--- config.mk ---
export PLATFORM = sky130hd
export DESIGN_NAME = aic_mac
export DESIGN_NICKNAME = d
export VERILOG_FILES = /design/src/rtl/aic_pkg.sv /design/src/rtl/aic_mac.sv
export SDC_FILE = /design/constraint.sdc
export NUM_CORES = 2
export LEC_CHECK = 0
export ABC_CLOCK_PERIOD_IN_PS = 8900
export BUFFER_PORTS_ARGS = -buffer_cell sky130_fd_sc_hd__buf_4
export CORE_AREA = 10 10 342 344
export CTS_CLUSTER_SIZE = 14
export DETAILED_ROUTE_END_ITERATION = 10
export DIE_AREA = 0 0 352 354
export HOLD_SLACK_MARGIN = 0.03
export PLACE_DENSITY = 0.74
export SLEW_MARGIN = 40
export SYNTH_ARGS = -nofsm -noshare
export SYNTH_HDL_FRONTEND = slang
export SYNTH_SLANG_ARGS = --single-unit
--- constraint.sdc ---
create_clock -name clk -period 8.9 [get_ports clk]
set_clock_uncertainty 0.2 [all_clocks]
set_input_delay 1.78 -clock clk [delete_from_list [all_inputs] [get_ports clk]]
set_output_delay 1.78 -clock clk [all_outputs]
set_load 0.02 [all_outputs]
--- src/rtl/aic_pkg.sv ---
// aic_pkg: shared constants, types and address helpers for the integral
// contraction unit. No dependencies; every other file but aic_ram imports it.
package aic_pkg;

    localparam int BASIS_SIZE = 8;
    localparam int FRAC_BITS  = 16;

    localparam int DATA_W = 32;
    localparam int IDX_W  = 3;
    localparam int CFG_W  = 4;
    localparam int OP_W   = 2;

    localparam int B2 = BASIS_SIZE * BASIS_SIZE;
    localparam int B4 = B2 * B2;

    localparam int SEL_W = ($clog2(BASIS_SIZE) > IDX_W) ? $clog2(BASIS_SIZE) : IDX_W;
    localparam int CMP_W = SEL_W + 1;
    localparam int K_AW  = $clog2(B4);
    localparam int SQ_AW = $clog2(B2);

    // T in the lower half, F in the upper half of one shared memory
    localparam int TF_AW    = SQ_AW + 1;
    localparam int TF_DEPTH = 1 << TF_AW;

    // diff and tsum carry one growth bit, product doubles that, x2 adds one,
    // the sum over B2 terms adds clog2(B2), one spare bit for rounding
    localparam int OPD_W  = DATA_W + 1;
    localparam int PROD_W = 2 * OPD_W;
    localparam int ACC_W  = PROD_W + 2 + $clog2(B2);

    // register after the last issue before the accumulator is final
    localparam int DRAIN_CYCLES = 3;
    localparam int DRAIN_W      = $clog2(DRAIN_CYCLES + 1);

    localparam logic [CFG_W-1:0] BASIS_RESET = CFG_W'(8);

    // APB map
    localparam int PADDR_W  = 3;
    localparam int PDATA_W  = 32;
    localparam logic REG_BASIS = 1'b0;

    typedef enum logic [OP_W-1:0] {
        OP_WRITE_K = 2'd0,
        OP_WRITE_T = 2'd1,
        OP_WRITE_F = 2'd2,
        OP_COMPUTE = 2'd3
    } op_t;

    typedef enum logic [2:0] {
        ST_IDLE,
        ST_RUN,
        ST_DRAIN,
        ST_ROUND,
        ST_ADDF,
        ST_DONE
    } state_t;

    // sequencer to datapath controls
    typedef struct packed {
        logic clear;
        logic issue;
        logic round_en;
        logic addf_en;
    } ctl_t;

    function automatic logic [K_AW-1:0] k_addr(input logic [SEL_W-1:0] a,
                                               input logic [SEL_W-1:0] b,
                                               input logic [SEL_W-1:0] c,
                                               input logic [SEL_W-1:0] d);
        logic [K_AW-1:0] r;
        r = K_AW'(a);
        r = K_AW'(r * K_AW'(BASIS_SIZE)) + K_AW'(b);
        r = K_AW'(r * K_AW'(BASIS_SIZE)) + K_AW'(c);
        r = K_AW'(r * K_AW'(BASIS_SIZE)) + K_AW'(d);
        return r;
    endfunction

    function automatic logic [SQ_AW-1:0] sq_addr(input logic [SEL_W-1:0] row,
                                                 input logic [SEL_W-1:0] col);
        logic [SQ_AW-1:0] r;
        r = SQ_AW'(SQ_AW'(row) * SQ_AW'(BASIS_SIZE)) + SQ_AW'(col);
        return r;
    endfunction

endpackage

--- src/rtl/aic_mac.sv ---
// aic_mac: contraction datapath - difference/sum, multiply, accumulate,
// round, add F and saturate. Depends on aic_pkg.
module aic_mac import aic_pkg::*; (
    input  logic                     clk,
    input  logic                     rst_n,
    input  ctl_t                     ctl,
    input  logic [DATA_W-1:0]        k0,
    input  logic [DATA_W-1:0]        k1,
    input  logic [DATA_W-1:0]        t0,
    input  logic [DATA_W-1:0]        t1,
    input  logic [DATA_W-1:0]        f_in,
    output logic [DATA_W-1:0]        wb_value,
    output logic                     wb_sat
);

    logic                     v1_reg, v2_reg, v3_reg;
    logic signed [OPD_W-1:0]  diff_reg, tsum_reg;
    logic signed [PROD_W-1:0] prod_reg;
    logic signed [ACC_W-1:0]  acc_reg, rnd_reg, sum_reg;
    logic signed [ACC_W-1:0]  term, rnd_pre, f_ext;
    logic                     all_zero, all_one;

    always_ff @(posedge clk or negedge rst_n)
    begin
        if (!rst_n)
        begin
            v1_reg <= 1'b0;
            v2_reg <= 1'b0;
            v3_reg <= 1'b0;
        end
        else
        begin
            v1_reg <= ctl.issue;
            v2_reg <= v1_reg;
            v3_reg <= v2_reg;
        end
    end

    // x2 folded in as a left shift
    assign term    = {{(ACC_W-PROD_W-1){prod_reg[PROD_W-1]}}, prod_reg, 1'b0};
    assign rnd_pre = acc_reg + (ACC_W'(1) << (FRAC_BITS - 1));
    assign f_ext   = {{(ACC_W-DATA_W){f_in[DATA_W-1]}}, f_in};

    always_ff @(posedge clk)
    begin
        if (v1_reg)
        begin
            diff_reg <= $signed({k0[DATA_W-1], k0}) - $signed({k1[DATA_W-1], k1});
            tsum_reg <= $signed({t0[DATA_W-1], t0}) + $signed({t1[DATA_W-1], t1});
        end
        if (v2_reg)
        begin
            prod_reg <= diff_reg * tsum_reg;
        end
        if (ctl.clear)
        begin
            acc_reg <= '0;
        end
        else if (v3_reg)
        begin
            acc_reg <= acc_reg + term;
        end
        if (ctl.round_en)
        begin
            rnd_reg <= rnd_pre >>> FRAC_BITS;
        end
        if (ctl.addf_en)
        begin
            sum_reg <= rnd_reg + f_ext;
        end
    end

    // fits in 32 bits when all bits from the sign of the word upward agree
    assign all_zero = (sum_reg[ACC_W-1:DATA_W-1] == '0);
    assign all_one  = (sum_reg[ACC_W-1:DATA_W-1] == '1);

    always_comb
    begin
        wb_sat = !(all_zero || all_one);
        if (!wb_sat)
        begin
            wb_value = sum_reg[DATA_W-1:0];
        end
        else if (sum_reg[ACC_W-1])
        begin
            wb_value = {1'b1, {(DATA_W-1){1'b0}}};
        end
        else
        begin
            wb_value = {1'b0, {(DATA_W-1){1'b1}}};
        end
    end

endmodule

Word-level counts from Yosys, hierarchy flattened
Index checks and enable logic that the tools add are counted.

ROM bits: 0. RAM bits: 0. Bits in registers: 341. Input port bits: 166. Word-level logic and storage cells: 21. Output and inout bits: 33. Latch bits: 0. Memories kept: 0.

Reductions and logical operators: 3. $mul: 1. Divide/modulo/power cells: 0. Add/subtract/negate cells: 5. Muxes and demuxes: 2. Bitwise logic cells: 0. Shifts and indexed selects: 0. Magnitude comparators: 0. Equality and inequality tests: 1.

Operator list (count): adder 74 x 17 -> 74 bit, second input constant (1); adder 74 x 67 -> 74 bit (1); multiplier 33 x 33 -> 66 bit (1); 2-to-1 mux 32 bit (2); adder 58 x 32 -> 59 bit (1); == test 43 bit, second input constant (1); zero test 43 bit (1); adder 32 x 32 -> 33 bit (1); subtractor 32 x 32 -> 33 bit (1); zero test 1 bit (1); logical OR 1 bit (1).

Longest topological paths before layout
Depth in word-level cells: 3. Gate-level depth with buffers: 31.

Least setup slack after synthesis
OpenSTA, ideal clock, no wires.

Kind: register -> register. From: register diff_reg[19]. To: register prod_reg[65] (data pin). Period minus slack after synthesis: 8.304 ns. Stages on the path, launching flop included: 30. Data required time: 8.440 ns. Setup time: 0.260 ns. Data arrival time: 7.844 ns. Slack: 0.596 ns. Path through: edfxtp_1 > clkbuf_1 > and2_1 > fa_1 > inv_1 > fa_1 > inv_1 > fa_1 > inv_1 > fa_1 > fa_1 > fa_1 > inv_1 > fa_1 > inv_1 > fa_1 > inv_1 > ha_1 > nand3_1 > a2111oi_2 > nand2_1 > nand3_2 > a31oi_1 > o21ba_2 > a211o_2 > o41ai_4 > a21oi_2 > or3_1 > a311o_1 > xnor2_1.

Longest elaborated chain between the ends: 1.

RTL lines: from (decl) (RTL line aic_mac.sv:17) `logic signed [OPD_W-1:0] diff_reg, tsum_reg;`; from (signal assigned) (RTL line aic_mac.sv:48) `diff_reg <= $signed({k0[DATA_W-1], k0}) - $signed({k1[DATA_W-1], k1});`; multiplier 33 x 33 -> 66 bit (RTL line aic_mac.sv:53) `prod_reg <= diff_reg * tsum_reg;`; to (signal assigned) (RTL line aic_mac.sv:53); to (decl) (RTL line aic_mac.sv:18) `logic signed [PROD_W-1:0] prod_reg;`.

Every way passes these cells. A chain may end at the register's enable or synchronous reset.

Worst setup path in the final report
From: register tsum_reg[16]. To: register prod_reg[65] (data pin).

Longest elaborated chain between the ends: 1.

RTL lines: from (decl) (RTL line aic_mac.sv:17); from (signal assigned) (RTL line aic_mac.sv:49) `tsum_reg <= $signed({t0[DATA_W-1], t0}) + $signed({t1[DATA_W-1], t1});`; multiplier 33 x 33 -> 66 bit (RTL line aic_mac.sv:53).

Every way passes these cells.

==> flow_summary.json <==
{
  "status": "complete, no violations",
  "overflow": 0,
  "synth_area_leader_cell": "fa_1",
  "synth_top_area_share_pct": 38.3,
  "grt_pass1_vias": 45955,
  "drt_iter0_drc": 3028,
  "clock_sinks": 325,
  "synth_edf_count": 249,
  "ys_top_cells_by_area": "fa_1, edfxtp_1, ha_1, inv_1, and2_1",
  "path_max_fanout": 11,
  "r2r_cells": 26,
  "hpwlAfterDp_mm": 122,
  "maxCapViolCount": 0,
  "start_util_pct": 54.5,
  "die_w_um": 352,
  "clock_latency_ps": 620,
  "drcViolationCount": 0,
  "place.gp.congestion": 0.961,
  "grtUsageMet1_pct": 32.8,
  "clockBufferDepth": 3,
  "holdBufCountCts": 0,
  "hold_violations": 0,
  "htreeDepth": 2,
  "grt_busiest_layer": "met2",
  "syn-cell-area_sq_um": 60000,
  "final_util_pct": 59.3,
  "worst_pin_slew_ps": 859,
  "synth_cells": 6343,
  "antenna_cells": 0,
  "grt_pass1_wl_mm": 239,
  "period_minus_slack_ps": 8760,
  "finalSetupViolCount": 0,
  "num_vias": 43461,
  "grt_max_degree": 68,
  "synth_seq_area_share_pct": 15.0,
  "synth_flop_cell": "edfxtp_1",
  "rows": 122,
  "drtPass1Iterations": 5,
  "arrival_ps": 8900,
  "rsz0062_at_grt": "yes",
  "grtUsageMet2_pct": 37.0,
  "largest_register_ffs": 73,
  "ys_seq_elements": 325,
  "syn_nets": 8070,
  "nets": 8216,
  "use_met3_pct": 5.13,
  "port_buffers": 198,
  "track_usage_pct": 23.3,
  "area_growth_pct": 8.70,
  "crit_path_start_kind": "flop",
  "timing.fmax_mhz": 114,
  "most-common-layout-cells": "inv_1, fa_1, nand2_1",
  "final_common_cell": "inv_1",
  "hold_class": "flop to flop",
  "die-area_sq_um": 125000,
  "async_flop_share_pct": 0.923,
  "yosysWarnings": 0,
  "drive_above_1_share_pct": 7.24,
  "holdPathStages": 2,
  "critical_path_class": "flop to flop",
  "wl_per_cell_um": 18.0,
  "coreArea_sq_um": 110000,
  "ant_nets": 0,
  "syn_area_per_cell_sq_um": 9.46,
  "ys_types": 84,
  "required_ps": 9030,
  "cts_tree": "yes",
  "cts-root-buf": "clkbuf_16",
  "finalMaxSlewViolations": 0,
  "via_per_inst": 5.43,
  "maxSlewHeadroom_pct": 42.8,
  "antenna_found_initial": 0,
  "io_pins": 199,
  "endpoint_kind": "flop",
  "cts_buffers": 39,
  "fin_crit_sh_pct": 98.5,
  "die_y_um": 354,
  "clk_pin_slew_ps": 60,
  "drt_wl_total_mm": 144
}
synthesized netlist by cell type (all sizes together) (5+ instances only):
master and count:
edfxtp 249, o21bai 40, a2111oi 7, xor2 101
a41oi 5, nand2b 43, ha 412, nand4 41
o22ai 10, a311oi 9, dfxtp 73, o21ai 127
o21a 37, nand3 68, a31o 5, a21boi 11
a211o 10, and3 40, nor2 217, a21o 140
o31ai 8, a221o 6, nor2b 36, and2 546
nor3b 6, fa 1149, buf 7, inv 1218
a211oi 32, nor3 46, nor4 13, o31a 6
clkbuf 251, o211ai 15, a31oi 28, mux2i 54
and4 11, nand2 752, xnor2 193, a21oi 237
or3 10, a221oi 6
cell families after synthesis:
group,share of synthesized area [%]
XOR/XNOR,4.29
AO/OA/AOI/OAI,8.42
flip-flops,15.0
adder cells (fa/ha/maj),46.9
buffers and inverters,9.23
AND/OR/NAND/NOR,15.2
multiplexers,0.919
final timing paths:
path	start	endpoint	slack (ps)
max	tsum_reg[16]	prod_reg[65]	140
min	acc_reg[5]	acc_reg[5]	290
min in group asynchronous	rst_n	v2_reg	770
max reg2reg	tsum_reg[16]	prod_reg[65]	140
min reg2reg	acc_reg[5]	acc_reg[5]	290
max in group asynchronous	rst_n	v3_reg	7620
metal layers:
metal / vias to the layer above / routed length (um)
li1: 20077 / -
met1: 21707 / 64200
met2: 1484 / 64400
met3: 193 / 12600
met4: 0 / 2720
met5: - / 0
what timing repair did:
action                                  CTS  global route
endpoints found under the setup margin    0             5
setup buffers                             0            25
gates resized for setup                   0            28
area by class of cell:
cell class	instances	area, sq um
clock buffers	48	1030
clock inverters	24	240
fillers	9280	44800
inverters	1219	4580
multi-input cells	4541	45600
flip-flops and latches	325	9020
well taps	1488	1860
repair buffers	363	2910
worst max-delay path: stages (launching register included):
cell and delay, ps:
edfxtp_1 760, buf_4 330, and2_1 180, fa_1 450, fa_1 510, inv_1 50
fa_1 510, inv_1 70, fa_1 490, inv_1 50, fa_1 540, inv_1 50
fa_1 460, fa_1 510, inv_1 50, fa_1 470, inv_1 40, ha_1 390
o22a_1 220, a31oi_1 140, o21ba_2 260, a211o_2 340, o41ai_4 450, a21oi_2 140
or3_1 350, a311o_1 340, xnor2_1 140
metrics by stage:
stage          hold WS, ps  TNS, ps  cells  area [sq um]  setup WS (ps)
3_5_place_dp           285        0   7910         63600            167
4_1_cts                293        0   7982         64900            150
2_1_floorplan          250        0   6343         60000            596
6_report               291        0   8008         65300            137
5_1_grt                325    -65.5   8008         65300          -40.5
3_3_place_gp           259        0   7910         63600            309
Power is not shown: default switching activity piles up to over one toggle a cycle in this logic, so the estimate is an artifact.
